### config.mk
export PLATFORM = sky130hd
export DESIGN_NAME = mctp_packet_reassembly_tracker_top_flat
export DESIGN_NICKNAME = d
export VERILOG_FILES = /design/src/rtl/mprt_pkg.sv /design/src/rtl/mprt_ifs.sv /design/src/rtl/mctp_packet_reassembly_tracker_top.sv /design/src/rtl/mprt_cfg.sv /design/src/rtl/mprt_ctx_ram.sv /design/src/rtl/mprt_engine.sv /design/src/flat_wrapper.sv
export VERILOG_INCLUDE_DIRS = /design/src /design/src/rtl
export SDC_FILE = /design/constraint.sdc
export NUM_CORES = 1
export LEC_CHECK = 0
export BUFFER_PORTS_ARGS = -buffer_cell sky130_fd_sc_hd__buf_4
export CAP_MARGIN = 20
export CORE_MARGIN = 2
export CORE_UTILIZATION = 55
export CTS_CLUSTER_DIAMETER = 60
export CTS_CLUSTER_SIZE = 40
export DETAILED_ROUTE_END_ITERATION = 8
export PLACE_DENSITY = 0.76
export SYNTH_ARGS = -nofsm -noshare
export SYNTH_HDL_FRONTEND = slang
export SYNTH_HIERARCHICAL = 1
export SYNTH_SLANG_ARGS = --single-unit
export TNS_END_PERCENT = 5
### constraint.sdc
create_clock -name i_clk -period 15.2 [get_ports i_clk]
set_input_delay 0 -clock i_clk [delete_from_list [all_inputs] [get_ports i_clk]]
set_output_delay 0 -clock i_clk [all_outputs]
set_load 0.05 [all_outputs]
### src/rtl/mctp_packet_reassembly_tracker_top_macros.svh
// Assertion macros used by the reassembly tracker engine.
`ifndef MCTP_PACKET_REASSEMBLY_TRACKER_TOP_MACROS_SVH
`define MCTP_PACKET_REASSEMBLY_TRACKER_TOP_MACROS_SVH

`ifndef NO_ASSERTIONS
// Property check on i_clk, masked while i_rst_n is low.
`define MPRT_ASSERT(label, prop, msg) \
    label: assert property (@(posedge i_clk) disable iff (!i_rst_n) prop) else $error(msg);
// Condition that must never be true on a clock edge.
`define MPRT_ASSERT_NEVER(label, cond, msg) \
    label: assert property (@(posedge i_clk) disable iff (!i_rst_n) !(cond)) else $error(msg);
`else
`define MPRT_ASSERT(label, prop, msg)
`define MPRT_ASSERT_NEVER(label, cond, msg)
`endif

`endif

### src/rtl/mprt_pkg.sv
// Types, codes and defaults for the MCTP reassembly tracker.
package mprt_pkg;

    // Parameter defaults
    localparam int NUM_TAGS_DEF    = 8;
    localparam int MAX_PAYLOAD_DEF = 64;

    // Register indexes (paddr[3:2])
    localparam logic [1:0] REG_OWN_EID   = 2'd0;
    localparam logic [1:0] REG_CTRL_EN   = 2'd1;
    localparam logic [1:0] REG_PLDM_EN   = 2'd2;

    // Verdict codes
    localparam logic [3:0] V_NOT_OURS  = 4'd0;
    localparam logic [3:0] V_BAD_SEQ   = 4'd1;
    localparam logic [3:0] V_NO_CTX    = 4'd2;
    localparam logic [3:0] V_VER_DROP  = 4'd3;
    localparam logic [3:0] V_MISMATCH  = 4'd4;
    localparam logic [3:0] V_SINGLE    = 4'd5;
    localparam logic [3:0] V_STARTED   = 4'd6;
    localparam logic [3:0] V_APPENDED  = 4'd7;
    localparam logic [3:0] V_ASSEMBLED = 4'd8;
    localparam logic [3:0] V_LEN_ABORT = 4'd9;

    // Consumer codes
    localparam logic [1:0] CONS_NONE = 2'd0;
    localparam logic [1:0] CONS_CTRL = 2'd1;
    localparam logic [1:0] CONS_PLDM = 2'd2;

    // Special endpoint IDs
    localparam logic [7:0] EID_NULL      = 8'h00;
    localparam logic [7:0] EID_BROADCAST = 8'hFF;

    // Message types
    localparam logic [6:0] MT_CONTROL = 7'd0;
    localparam logic [6:0] MT_PLDM    = 7'd1;

    // Configuration register contents
    typedef struct packed {
        logic [7:0] own_eid;
        logic       control_enable;
        logic       pldm_enable;
    } t_cfg;

    // Per-tag context kept in RAM (active flag lives in flops)
    typedef struct packed {
        logic        owner;
        logic [3:0]  version;
        logic [1:0]  next_seq;
        logic [6:0]  first_len;
        logic [15:0] total_len;
        logic [6:0]  msg_type;
    } t_ctx;

    // Header beat
    typedef struct packed {
        logic [7:0] dest_eid;
        logic [7:0] source_eid;
        logic       start_mark;
        logic       end_mark;
        logic [1:0] packet_seq;
        logic       owner_bit;
        logic [2:0] msg_tag;
        logic [3:0] hdr_version;
        logic [6:0] payload_len;
        logic [6:0] msg_type;
    } t_pkt;

    // Result beat
    typedef struct packed {
        logic [3:0]  verdict;
        logic [1:0]  consumer;
        logic [15:0] delivered_len;
        logic [7:0]  receiver_out;
        logic [7:0]  sender_out;
        logic [2:0]  tag_out;
        logic        owner_out;
    } t_res;

endpackage

### src/rtl/mprt_ifs.sv
// Valid/ready channel interfaces for header and result beats.
interface mprt_in_if;
    logic       valid;
    logic       ready;
    logic [7:0] dest_eid;
    logic [7:0] source_eid;
    logic       start_mark;
    logic       end_mark;
    logic [1:0] packet_seq;
    logic       owner_bit;
    logic [2:0] msg_tag;
    logic [3:0] hdr_version;
    logic [6:0] payload_len;
    logic [6:0] msg_type;

    modport source (
        output valid, dest_eid, source_eid, start_mark, end_mark, packet_seq,
               owner_bit, msg_tag, hdr_version, payload_len, msg_type,
        input  ready
    );
    modport sink (
        input  valid, dest_eid, source_eid, start_mark, end_mark, packet_seq,
               owner_bit, msg_tag, hdr_version, payload_len, msg_type,
        output ready
    );
endinterface

interface mprt_out_if;
    logic        valid;
    logic        ready;
    logic [3:0]  verdict;
    logic [1:0]  consumer;
    logic [15:0] delivered_len;
    logic [7:0]  receiver_out;
    logic [7:0]  sender_out;
    logic [2:0]  tag_out;
    logic        owner_out;

    modport source (
        output valid, verdict, consumer, delivered_len, receiver_out, sender_out,
               tag_out, owner_out,
        input  ready
    );
    modport sink (
        input  valid, verdict, consumer, delivered_len, receiver_out, sender_out,
               tag_out, owner_out,
        output ready
    );
endinterface

### src/rtl/mctp_packet_reassembly_tracker_top.sv
// Top level of the MCTP packet reassembly tracker.
//
//  channel   dir  handshake                      beat
//  i_pkt     in   valid/ready                    one received packet header
//  o_res     out  valid/ready                    one verdict per header
//  apb       in   psel/penable/pwrite, pready=1  own_eid, control/pldm enables
//
// A header taken is held in the decode stage until its result moves to the result register.
// Up to one header per cycle while the result side keeps ready high; the block
// holds at most two headers, one in the decode stage and one in the result register.
// Back-to-back headers on the same tag use a forward path around the context RAM.
// Reset clears the context valid flops at once; no clearing pass.
// i_pkt.ready drops while the decode stage is full and its result cannot move.
module mctp_packet_reassembly_tracker_top
    import mprt_pkg::*;
#(
    parameter int NUM_TAGS    = NUM_TAGS_DEF,
    parameter int MAX_PAYLOAD = MAX_PAYLOAD_DEF
)(
    input  logic        i_clk,
    input  logic        i_rst_n,
    mprt_in_if.sink     i_pkt,
    mprt_out_if.source  o_res,
    input  logic        psel,
    input  logic        penable,
    input  logic        pwrite,
    input  logic [3:0]  paddr,
    input  logic [31:0] pwdata,
    output logic [31:0] prdata,
    output logic        pready
);

    t_cfg cfg;

    mprt_cfg u_cfg (
        .i_clk   (i_clk),
        .i_rst_n (i_rst_n),
        .psel    (psel),
        .penable (penable),
        .pwrite  (pwrite),
        .paddr   (paddr),
        .pwdata  (pwdata),
        .prdata  (prdata),
        .pready  (pready),
        .o_cfg   (cfg)
    );

    mprt_engine #(
        .NUM_TAGS    (NUM_TAGS),
        .MAX_PAYLOAD (MAX_PAYLOAD)
    ) u_engine (
        .i_clk   (i_clk),
        .i_rst_n (i_rst_n),
        .i_cfg   (cfg),
        .i_pkt   (i_pkt),
        .o_res   (o_res)
    );

endmodule

### src/rtl/mprt_cfg.sv
// APB configuration registers: own EID and consumer enables.
module mprt_cfg
    import mprt_pkg::*;
(
    input  logic        i_clk,
    input  logic        i_rst_n,
    input  logic        psel,
    input  logic        penable,
    input  logic        pwrite,
    input  logic [3:0]  paddr,
    input  logic [31:0] pwdata,
    output logic [31:0] prdata,
    output logic        pready,
    output t_cfg        o_cfg
);

    t_cfg r_cfg;
    logic wr_en;

    assign pready = 1'b1;
    assign wr_en  = psel && penable && pwrite;

    // Register writes
    always_ff @(posedge i_clk) begin
        if (!i_rst_n) begin
            r_cfg <= '0;
        end else if (wr_en) begin
            case (paddr[3:2])
                REG_OWN_EID: r_cfg.own_eid        <= pwdata[7:0];
                REG_CTRL_EN: r_cfg.control_enable <= pwdata[0];
                REG_PLDM_EN: r_cfg.pldm_enable    <= pwdata[0];
                default: ;
            endcase
        end
    end

    // Read mux
    always_comb begin
        case (paddr[3:2])
            REG_OWN_EID: prdata = {24'd0, r_cfg.own_eid};
            REG_CTRL_EN: prdata = {31'd0, r_cfg.control_enable};
            REG_PLDM_EN: prdata = {31'd0, r_cfg.pldm_enable};
            default:     prdata = 32'd0;
        endcase
    end

    assign o_cfg = r_cfg;

endmodule

### src/rtl/mprt_ctx_ram.sv
// Per-tag context RAM: one write port, one registered read port.
module mprt_ctx_ram
    import mprt_pkg::*;
#(
    parameter int DEPTH = NUM_TAGS_DEF,
    parameter int IDX_W = 3
)(
    input  logic             i_clk,
    input  logic             i_wr_en,
    input  logic [IDX_W-1:0] i_wr_addr,
    input  t_ctx             i_wr_data,
    input  logic [IDX_W-1:0] i_rd_addr,
    output t_ctx             o_rd_data
);

    t_ctx mem [DEPTH];
    t_ctx r_rd_data;

    always_ff @(posedge i_clk) begin
        if (i_wr_en) begin
            mem[i_wr_addr] <= i_wr_data;
        end
    end

    // Read-before-write; caller forwards same-entry writes
    always_ff @(posedge i_clk) begin
        r_rd_data <= mem[i_rd_addr];
    end

    assign o_rd_data = r_rd_data;

endmodule

### src/rtl/mprt_engine.sv
// Header decode stage: context read-modify-write and result register.
`include "mctp_packet_reassembly_tracker_top_macros.svh"
module mprt_engine
    import mprt_pkg::*;
#(
    parameter int NUM_TAGS    = NUM_TAGS_DEF,
    parameter int MAX_PAYLOAD = MAX_PAYLOAD_DEF
)(
    input  logic   i_clk,
    input  logic   i_rst_n,
    input  t_cfg   i_cfg,
    mprt_in_if.sink    i_pkt,
    mprt_out_if.source o_res
);

    localparam int IDX_W = (NUM_TAGS > 1) ? $clog2(NUM_TAGS) : 1;

    // Stage 1 (item waiting on its context read) and output register
    logic             r_s1_vld;
    t_pkt             r_s1;
    logic             r_out_vld;
    t_res             r_out;
    logic [NUM_TAGS-1:0] r_vld;
    logic             r_fwd;
    t_ctx             r_fwd_data;

    t_pkt             in_pkt;
    logic             in_tag_ok;
    logic [IDX_W-1:0] in_idx;
    logic             s1_fire;
    logic             in_fire;
    logic [IDX_W-1:0] rd_addr;
    t_ctx             rd_data;
    t_ctx             ctx;

    logic             s1_tag_ok;
    logic [IDX_W-1:0] s1_idx;
    logic [6:0]       plen;
    logic             dest_ok;
    logic             active;
    logic [16:0]      sum_raw;
    logic [15:0]      sum_sat;
    logic             deliver;
    logic             wr_en;
    logic             set_vld;
    logic             clr_vld;
    t_ctx             wr_data;
    t_res             n_out;

    // Gather header beat
    assign in_pkt = '{
        dest_eid:    i_pkt.dest_eid,
        source_eid:  i_pkt.source_eid,
        start_mark:  i_pkt.start_mark,
        end_mark:    i_pkt.end_mark,
        packet_seq:  i_pkt.packet_seq,
        owner_bit:   i_pkt.owner_bit,
        msg_tag:     i_pkt.msg_tag,
        hdr_version: i_pkt.hdr_version,
        payload_len: i_pkt.payload_len,
        msg_type:    i_pkt.msg_type
    };

    // Handshake
    assign s1_fire     = r_s1_vld && (!r_out_vld || o_res.ready);
    assign i_pkt.ready = !r_s1_vld || s1_fire;
    assign in_fire     = i_pkt.valid && i_pkt.ready;

    // Context index, tags beyond the table map to entry 0
    assign in_tag_ok = {1'b0, in_pkt.msg_tag} < 4'(NUM_TAGS);
    assign in_idx    = in_tag_ok ? in_pkt.msg_tag[IDX_W-1:0] : '0;
    assign s1_tag_ok = {1'b0, r_s1.msg_tag} < 4'(NUM_TAGS);
    assign s1_idx    = s1_tag_ok ? r_s1.msg_tag[IDX_W-1:0] : '0;

    // A held item re-reads its own entry each cycle
    assign rd_addr = (r_s1_vld && !s1_fire) ? s1_idx : in_idx;

    mprt_ctx_ram #(
        .DEPTH (NUM_TAGS),
        .IDX_W (IDX_W)
    ) u_ram (
        .i_clk     (i_clk),
        .i_wr_en   (wr_en),
        .i_wr_addr (s1_idx),
        .i_wr_data (wr_data),
        .i_rd_addr (rd_addr),
        .o_rd_data (rd_data)
    );

    // Forward a write that hit the entry read in the same cycle
    assign ctx    = r_fwd ? r_fwd_data : rd_data;
    assign active = s1_tag_ok && r_vld[s1_idx];

    // Clamp length, destination filter, running total
    assign plen = ({1'b0, r_s1.payload_len} > 8'(MAX_PAYLOAD)) ?
                  7'(MAX_PAYLOAD) : r_s1.payload_len;
    assign dest_ok = (r_s1.dest_eid == i_cfg.own_eid) ||
                     (r_s1.dest_eid == EID_BROADCAST) ||
                     (r_s1.dest_eid == EID_NULL);
    assign sum_raw = {1'b0, ctx.total_len} + {10'd0, plen};
    assign sum_sat = sum_raw[16] ? 16'hFFFF : sum_raw[15:0];

    function automatic logic [1:0] pick_consumer(input logic [6:0] mtype, input t_cfg cfg);
        logic [1:0] c;
        c = CONS_NONE;
        if (mtype == MT_CONTROL && cfg.control_enable) c = CONS_CTRL;
        else if (mtype == MT_PLDM && cfg.pldm_enable) c = CONS_PLDM;
        return c;
    endfunction

    // Verdict and context update
    always_comb begin
        n_out         = '0;
        n_out.tag_out = r_s1.msg_tag;
        deliver       = 1'b0;
        wr_en         = 1'b0;
        set_vld       = 1'b0;
        clr_vld       = 1'b0;
        wr_data       = ctx;
        if (!dest_ok) begin
            n_out.verdict = V_NOT_OURS;
        end else if (r_s1.start_mark) begin
            if (r_s1.packet_seq != 2'd0) begin
                n_out.verdict = V_BAD_SEQ;
            end else if (r_s1.end_mark) begin
                n_out.verdict       = V_SINGLE;
                deliver             = 1'b1;
                n_out.consumer      = pick_consumer(r_s1.msg_type, i_cfg);
                n_out.delivered_len = {9'd0, plen};
            end else if (!s1_tag_ok) begin
                n_out.verdict = V_NO_CTX;
            end else begin
                n_out.verdict     = V_STARTED;
                wr_en             = 1'b1;
                set_vld           = 1'b1;
                wr_data.owner     = r_s1.owner_bit;
                wr_data.version   = r_s1.hdr_version;
                wr_data.next_seq  = 2'd1;
                wr_data.first_len = plen;
                wr_data.total_len = {9'd0, plen};
                wr_data.msg_type  = r_s1.msg_type;
            end
        end else if (!active) begin
            n_out.verdict = V_NO_CTX;
        end else if (ctx.version != r_s1.hdr_version) begin
            n_out.verdict = V_VER_DROP;
        end else if (ctx.next_seq != r_s1.packet_seq || ctx.owner != r_s1.owner_bit ||
                     ctx.first_len < plen) begin
            n_out.verdict = V_MISMATCH;
            clr_vld       = 1'b1;
        end else if (r_s1.end_mark) begin
            n_out.verdict       = V_ASSEMBLED;
            deliver             = 1'b1;
            n_out.consumer      = pick_consumer(ctx.msg_type, i_cfg);
            n_out.delivered_len = sum_sat;
            clr_vld             = 1'b1;
        end else if (ctx.first_len != plen) begin
            n_out.verdict = V_LEN_ABORT;
            clr_vld       = 1'b1;
        end else begin
            n_out.verdict     = V_APPENDED;
            wr_en             = 1'b1;
            wr_data.total_len = sum_sat;
            wr_data.next_seq  = ctx.next_seq + 2'd1;
        end
        if (deliver) begin
            n_out.receiver_out = r_s1.dest_eid;
            n_out.sender_out   = r_s1.source_eid;
            n_out.owner_out    = r_s1.owner_bit;
        end
        if (!s1_fire) begin
            wr_en   = 1'b0;
            set_vld = 1'b0;
            clr_vld = 1'b0;
        end
    end

    // Control registers
    always_ff @(posedge i_clk) begin
        if (!i_rst_n) begin
            r_s1_vld  <= 1'b0;
            r_out_vld <= 1'b0;
            r_vld     <= '0;
            r_fwd     <= 1'b0;
        end else begin
            if (in_fire) begin
                r_s1_vld <= 1'b1;
            end else if (s1_fire) begin
                r_s1_vld <= 1'b0;
            end
            if (s1_fire) begin
                r_out_vld <= 1'b1;
            end else if (o_res.ready) begin
                r_out_vld <= 1'b0;
            end
            if (set_vld) begin
                r_vld[s1_idx] <= 1'b1;
            end else if (clr_vld) begin
                r_vld[s1_idx] <= 1'b0;
            end
            r_fwd <= wr_en && (s1_idx == rd_addr);
        end
    end

    // Payload registers
    always_ff @(posedge i_clk) begin
        if (in_fire) begin
            r_s1 <= in_pkt;
        end
        if (s1_fire) begin
            r_out <= n_out;
        end
        r_fwd_data <= wr_data;
    end

    // Result beat
    assign o_res.valid         = r_out_vld;
    assign o_res.verdict       = r_out.verdict;
    assign o_res.consumer      = r_out.consumer;
    assign o_res.delivered_len = r_out.delivered_len;
    assign o_res.receiver_out  = r_out.receiver_out;
    assign o_res.sender_out    = r_out.sender_out;
    assign o_res.tag_out       = r_out.tag_out;
    assign o_res.owner_out     = r_out.owner_out;

    // Checks
    `MPRT_ASSERT(a_start_sets_ctx, set_vld |=> r_vld[$past(s1_idx)], "start did not open context")
    `MPRT_ASSERT(a_abort_clears_ctx, clr_vld |=> !r_vld[$past(s1_idx)], "context not cleared")
    `MPRT_ASSERT(a_fwd_after_write, r_fwd |-> $past(wr_en), "forward without write")
    `MPRT_ASSERT_NEVER(a_no_len_without_delivery,
        r_out_vld && r_out.verdict != V_SINGLE && r_out.verdict != V_ASSEMBLED &&
        (r_out.delivered_len != 16'd0 || r_out.consumer != CONS_NONE),
        "length or consumer set without delivery")

endmodule
### src/flat_wrapper.sv
// flat-port wrapper written by rule: the top's interface ports become plain ports
module mctp_packet_reassembly_tracker_top_flat import mprt_pkg::*;
#(
    parameter int NUM_TAGS    = NUM_TAGS_DEF,
    parameter int MAX_PAYLOAD = MAX_PAYLOAD_DEF
)
  (i_clk, i_rst_n, psel, penable, pwrite, paddr, pwdata, prdata, pready, i_pkt_valid, i_pkt_dest_eid, i_pkt_source_eid, i_pkt_start_mark, i_pkt_end_mark, i_pkt_packet_seq, i_pkt_owner_bit, i_pkt_msg_tag, i_pkt_hdr_version, i_pkt_payload_len, i_pkt_msg_type, i_pkt_ready, o_res_valid, o_res_verdict, o_res_consumer, o_res_delivered_len, o_res_receiver_out, o_res_sender_out, o_res_tag_out, o_res_owner_out, o_res_ready);
  mprt_in_if i_pkt_i ();
  mprt_out_if o_res_i ();
  input  logic i_clk;
  input  logic i_rst_n;
  input  logic psel;
  input  logic penable;
  input  logic pwrite;
  input  logic [3:0] paddr;
  input  logic [31:0] pwdata;
  output logic [31:0] prdata;
  output logic pready;
  input wire logic [$bits(i_pkt_i.valid)-1:0] i_pkt_valid;
  input wire logic [$bits(i_pkt_i.dest_eid)-1:0] i_pkt_dest_eid;
  input wire logic [$bits(i_pkt_i.source_eid)-1:0] i_pkt_source_eid;
  input wire logic [$bits(i_pkt_i.start_mark)-1:0] i_pkt_start_mark;
  input wire logic [$bits(i_pkt_i.end_mark)-1:0] i_pkt_end_mark;
  input wire logic [$bits(i_pkt_i.packet_seq)-1:0] i_pkt_packet_seq;
  input wire logic [$bits(i_pkt_i.owner_bit)-1:0] i_pkt_owner_bit;
  input wire logic [$bits(i_pkt_i.msg_tag)-1:0] i_pkt_msg_tag;
  input wire logic [$bits(i_pkt_i.hdr_version)-1:0] i_pkt_hdr_version;
  input wire logic [$bits(i_pkt_i.payload_len)-1:0] i_pkt_payload_len;
  input wire logic [$bits(i_pkt_i.msg_type)-1:0] i_pkt_msg_type;
  output wire logic [$bits(i_pkt_i.ready)-1:0] i_pkt_ready;
  output wire logic [$bits(o_res_i.valid)-1:0] o_res_valid;
  output wire logic [$bits(o_res_i.verdict)-1:0] o_res_verdict;
  output wire logic [$bits(o_res_i.consumer)-1:0] o_res_consumer;
  output wire logic [$bits(o_res_i.delivered_len)-1:0] o_res_delivered_len;
  output wire logic [$bits(o_res_i.receiver_out)-1:0] o_res_receiver_out;
  output wire logic [$bits(o_res_i.sender_out)-1:0] o_res_sender_out;
  output wire logic [$bits(o_res_i.tag_out)-1:0] o_res_tag_out;
  output wire logic [$bits(o_res_i.owner_out)-1:0] o_res_owner_out;
  input wire logic [$bits(o_res_i.ready)-1:0] o_res_ready;
  assign i_pkt_i.valid = i_pkt_valid;
  assign i_pkt_i.dest_eid = i_pkt_dest_eid;
  assign i_pkt_i.source_eid = i_pkt_source_eid;
  assign i_pkt_i.start_mark = i_pkt_start_mark;
  assign i_pkt_i.end_mark = i_pkt_end_mark;
  assign i_pkt_i.packet_seq = i_pkt_packet_seq;
  assign i_pkt_i.owner_bit = i_pkt_owner_bit;
  assign i_pkt_i.msg_tag = i_pkt_msg_tag;
  assign i_pkt_i.hdr_version = i_pkt_hdr_version;
  assign i_pkt_i.payload_len = i_pkt_payload_len;
  assign i_pkt_i.msg_type = i_pkt_msg_type;
  assign i_pkt_ready = i_pkt_i.ready;
  assign o_res_valid = o_res_i.valid;
  assign o_res_verdict = o_res_i.verdict;
  assign o_res_consumer = o_res_i.consumer;
  assign o_res_delivered_len = o_res_i.delivered_len;
  assign o_res_receiver_out = o_res_i.receiver_out;
  assign o_res_sender_out = o_res_i.sender_out;
  assign o_res_tag_out = o_res_i.tag_out;
  assign o_res_owner_out = o_res_i.owner_out;
  assign o_res_i.ready = o_res_ready;
  mctp_packet_reassembly_tracker_top #(.NUM_TAGS(NUM_TAGS), .MAX_PAYLOAD(MAX_PAYLOAD)) u_core (.i_clk(i_clk), .i_rst_n(i_rst_n), .i_pkt(i_pkt_i), .o_res(o_res_i), .psel(psel), .penable(penable), .pwrite(pwrite), .paddr(paddr), .pwdata(pwdata), .prdata(prdata), .pready(pready));
endmodule
# Word level (Yosys, flattened, before mapping)
# Memories as Yosys holds them, arrays and structs flattened. A register that Yosys moved wholly into a read port is not among the register bits.
# Cells that the tools add are included.
# totals
register_bits	142
ram_bits	296
input_bits	85
elab_cells	163
memories	1
# memory_table
memory	depth	width	read_ports	rd_ports_with_merged_regs	write_ports	line_no	source
u_core.u_engine.u_ram.mem	8	37	1	1	1	mprt_ctx_ram.sv:16	t_ctx mem [DEPTH];
# op_classes
addsub	2
magnitude_cmp	4
eq_ne	11
muxes	81
bitwise_logic	3
n_reduce_logical	31
# ops
op	count
$mux W37	4
$mux W16	7
$mux W18	6
$mux W1	36
$mux W4	6
$pmux W8 S3	1
$mux W2	11
$mux W22	1
$mux W7	3
$add A16 B7 Y17	1
$mux W8	2
$eq A7 B1 Y1 const B	2
$logic_not A7 Y1	2
$logic_and A1 B1 Y1	11
$and A8 B8 Y8	1
$eq A8 B8 Y1	1
$eq A8 B8 Y1 const B	1
$logic_not A8 Y1	1
$not A8 Y8	1
$or A8 B8 Y8	1
$reduce_bool A2 Y1	4
$gt A7 B7 Y1 const B	1
$lt A7 B7 Y1	1
$ne A7 B7 Y1	1
17 further kinds	26

# Logic depth before layout (Yosys ltp)
# depth
ltp_word	13
mapped_depth	14
ltp_nobuf	11

# Modules after synthesis
# The synthesis kept the hierarchy.
# by_module_without_submodules
mod	instances	cells_each	area_per_inst_um2	seq_area_each_um2
mprt_ctx_ram	1	477	11906.4	9629.2
mprt_engine	1	541	6303.5	3483.3
mprt_cfg	1	82	684.4	200.2

# Least setup slack after synthesis
# No wires, ideal clock.
# synth_path
path_kind	register to register
start	reg u_core.u_engine.r_fwd
end	mem u_core/u_engine/u_ram/mem[0][0] (netlist bit), enable pin
arrival_time_ns	5.697
required_ns	14.723
slack_ns	9.026
path_stages_with_launch	14
synth_period_minus_slack_ns	6.174
path_cell_list	dfxtp_1 -> buf_6 -> buf_6 -> clkbuf_1 -> buf_2 -> mux2_2 -> ha_1 -> nand3_1 -> nor3_1 -> and3_1 -> a31oi_2 -> nor2_1 -> nand2b_1 -> nor3_1
# synth_via
elab_chain_len	12
elab_cells_between_ends	18
cone_classes	order compare: 1; eq/ne: 4; mux: 11; reduce/logical: 2
# synth_lines
element	line_no	source
start, declared	mprt_engine.sv:24	logic r_fwd;
start signal, assigned	mprt_engine.sv:201	r_fwd <= wr_en && (s1_idx == rd_addr);
$mux W37 (*)	mprt_engine.sv:91	assign ctx = r_fwd ? r_fwd_data : rd_data;
parallel branches: the longest is 4 deep, another holds $lt A7 B7 Y1	n/a	
$mux W1 (*)	mprt_engine.sv:145	end else if (ctx.version != r_s1.hdr_version) begin
$mux W1 (*)	mprt_engine.sv:143	end else if (!active) begin
$mux W1 (*)	mprt_engine.sv:122	end else if (r_s1.start_mark) begin
$mux W1 (*)	mprt_engine.sv:120	if (!dest_ok) begin
$mux W1 (*)	mprt_engine.sv:171	if (!s1_fire) begin
named net u_core.u_engine.wr_en	mprt_engine.sv:44	logic wr_en;
$mux W1 (*)	mprt_ctx_ram.sv:20	if (i_wr_en) begin
$mux W1 (not written as such) (*)	mprt_ctx_ram.sv:21	mem[i_wr_addr] <= i_wr_data;
end, declared	mprt_ctx_ram.sv:16	
# Mark *: on every way through the listed nets, which the timed path passes.

# Final worst setup path
# layout_path
start	reg u_core.u_engine.r_fwd
end	mem u_core/u_engine/u_ram/mem[7][22] (netlist bit), enable pin
# Same word-level chain as after synthesis.

==> out/qor.yml <==
synthesis:
  ys_seq_area_share_pct: 70.5
  synth_flop_cell: "edfxtp_1"
  synth.distinct_cells: 70
  synth.cell_area_sq_um: 18900
  ys_async_sr_fraction_pct: 0
  synthMuxAreaShare_pct: 14.4
  synth-compound-area-share_pct: 3.82
  postSynthRegisterBits: 475
  yosys.area_share.xor_xnor_pct: 1.30
  synthAdderAreaFrac_pct: 1.03
  synth_simple_gate_area_share_pct: 6.26
  synth_edf_count: 380
  combinational_family_with_the_most_area_after_synthesis: "multiplexers"
  syn_avg_cell_area_sq_um: 17.2
  synthesis.yosys.warnings: 6
  postSynthCellCount: 1100
route:
  drtIter0Drc: 965
  average_detailed_routed_wire_length_per_instance_um: 22.6
  via_count: 10400
  drc: 0
  route.final.wire_length_mm: 39.9
  detail_route.first_pass.iterations: 6
  route.antenna.remaining_nets: 0
  via_per_inst: 5.88
job:
  max_cap_violations: 0
grt:
  antenna_found_initial: 0
  via_count_of_the_first_global_routing_pass: 10600
  gr-usage-all-layers_pct: 22.5
  grt_pass1_wl_mm: 61.1
  globalRoute.totalOverflow: 0
  grt_start_max_net_pins: 75
critical_path:
  critPathCaptureType: "register"
  critPathLaunchType: "register"
  worstSetupPathType: "reg -> reg"
  critical_path_buf_inv_count: 2
  cpPeakStageDelay_ns: 0.76
  critPathRequiredTime_ns: 15.44
  crit_path_max_fanout: 49
  cp_common_cell: "buf_4"
  timing.critical_path.slowest_stage_cell: "nor2_4"
  path_delay_family: "simple AND/OR/NAND/NOR gates"
  cp_cell_sequence: "buf_4 -> mux2_2 -> ha_1 -> nand3_1 -> nor3_1 -> and3_1 -> a31oi_2 -> nor2_1 -> nand2_1 -> nor2_4 -> buf_4"
  worstPathArrival_ns: 5.37
place:
  place.detailed.instances: 1628
  gp_congestion: 0.838
  place.port_buffers: 110
  hpwlAfterDp_mm: 22.5
final_layout:
  final_layout_size_suffix_gt1_share_pct: 26.7
  diodes: 0
  filler_cell_count: 2228
  design.final.nets: 1393
  flow.area_growth_from_synthesis_pct: 17.0
  post_layout_nonfiller_instances: 1765
clock_network:
  numCtsBuffers: 30
  clk_pin_slew_worst_paths_ns: 0.10
  insertion_delay_ns: 0.60
  post-cts-setup-buffers: 0
  clock_tree_from_tritoncts: "yes"
  cts.htree.levels: 1
  cts-root-buf: "clkbuf_16"
  cts_resized: 0
  cts-root-to-sink-buffers: 3
  number_of_sinks_on_the_clock_net: 475
timing:
  clock-skew-final_ns: 0.0362
  finalSetupViolCount: 0
  period_minus_slack_ns: 5.13
  drv_slew: 0
  fmax_mhz: 195
  final.setup.tns_ns: 0
  slew_headroom_pct: 37.8
  share_of_the_cycle_needed_by_the_critical_path_after_routing_pct: 33.8
  worst_slew_pin_slew_ns: 0.930
  hold_viol: 0
  grt_setup_unrepaired: "no"
floorplan:
  floorplan.rows: 67
  core_region_area_sq_um: 33700
  die-width_um: 189
  boundaryPins: 162
  dieArea_sq_um: 35900
  initial_core_utilization_pct: 56.1
  chipHeight_um: 189
status:
  outcome: "completed"
pwr:
  power.ir.vdd_worst_mv: 0.109
  power_per_cell_area_nw_per_um2: 118
  cellLeakagePower_nw: 7.56
min_path:
  hold_class: "in -> reg"
-- cell type report --
| class | instances | area [sq um] | area share [%] |
|---|---|---|---|
| Timing Repair Buffer | 207 | 1800 | 8.15 |
| Tap cell | 448 | 561 | 2.54 |
| Multi-Input combinational cell | 568 | 5230 | 23.7 |
| Clock inverter | 24 | 390 | 1.77 |
| Clock buffer | 32 | 768 | 3.48 |
| Sequential cell | 475 | 13300 | 60.2 |
| Inverter | 11 | 41.3 | 0.187 |
-- sequential cells by signal (all words and copies together) (netlist names), 2 cells and up, named ones only --
signal and cells:
u_core/u_engine/o_res.consumer 2, u_core/u_engine/u_ram/mem 296, u_core/u_engine/o_res.verdict 4, u_core/u_engine/u_ram/o_rd_data 37
u_core/u_engine/o_res.sender_out 8, u_core/u_cfg/o_cfg 10, u_core/u_engine/o_res.tag_out 3, u_core/u_engine/s1_idx 3
u_core/u_engine/o_res.delivered_len 16, u_core/u_engine/o_res.receiver_out 8, u_core/u_engine/r_fwd_data 37, u_core/u_engine/r_s1 39
-- power breakdown --
part | total, mW | switching [mW] | internal (mW)
sequential | 1.46 | 0.0176 | 1.44
combinational | 0.212 | 0.126 | 0.0860
clock | 0.943 | 0.486 | 0.457
-- timing repair --
item                                    CTS  global route
endpoints found under the setup margin    0             0
hold buffers                             78             0
hold endpoints to repair                 63             0
-- Yosys cell counts, types with 14 or more instances --
master	n	share of area, %
buf_2	14	0.37
xnor2_1	15	0.70
mux4_2	76	9.1
a21oi_1	28	0.74
buf_4	25	0.99
ha_1	14	0.93
nand3_1	15	0.40
and2_1	27	0.89
mux2i_1	30	1.6
o21ai_0	20	0.53
dfxtp_1	95	10
nor2_1	44	0.87
mux2_2	59	3.5
edfxtp_1	380	60
nand2_1	67	1.3
-- path summary, 6_finish.rpt --
path / startpoint / endpoint / slack, ns / depth (start not counted)
worst max-delay path: u_core/u_engine/r_fwd / u_core/u_engine/u_ram/mem[7][22] / 10.07 / 11
worst min register to register: register / register / 0.48 / 2
worst min-delay path: i_pkt_payload_len[5] / u_core/u_engine/r_s1[12] / 0.11 / 2
worst max register to register: u_core/u_engine/r_fwd / u_core/u_engine/u_ram/mem[7][22] / 10.07 / 11
-- placed cells by master, fill, tap and decap left out, types with 26 or more instances in the layout --
| master | synthesis | layout |
|---|---|---|
| dlygate4sd3_1 | 0 | 78 |
| mux2_2 | 59 | 57 |
| dfxtp_1 | 95 | 94 |
| buf_4 | 25 | 126 |
| nor2_1 | 44 | 38 |
| mux2i_1 | 30 | 30 |
| mux4_2 | 76 | 76 |
| and2_1 | 27 | 26 |
| edfxtp_1 | 380 | 380 |
| nand2_1 | 67 | 67 |
| a21oi_1 | 28 | 28 |
| clkbuf_16 | 0 | 30 |
-- layer usage --
layer | part of all wire, % | track usage, %
met4 | 1.6 | 4.23
met2 | 49 | 37.6
met3 | 7.2 | 2.84
met1 | 42 | 32.3
met5 | 0 | 0
-- metrics by stage --
stage	cell area [sq um]	utilization (%)	hold WS (ns)	setup slack (ns)	total power, mW
finish	22100	65.6	0.110	10.07	2.61
global route	22100	65.6	0.0994	9.79	2.69
CTS	22000	65.4	0.0932	10.11	2.62
detailed placement	20100	59.6	0.179	10.11	1.68
global placement	20100	59.6	0.178	10.18	1.67
floorplan	19000	-	0.0989	9.03	1.63
-- kinds of logic after synthesis --
kind of cell / after synthesis
XOR/XNOR: 28
adder cells (fa/ha/maj): 15
multiplexers: 168
buffers and inverters: 80
AND/OR/NAND/NOR: 221
AO/OA/AOI/OAI: 111
other: 2
flip-flops: 475
(Power assumes the default switching activity.)
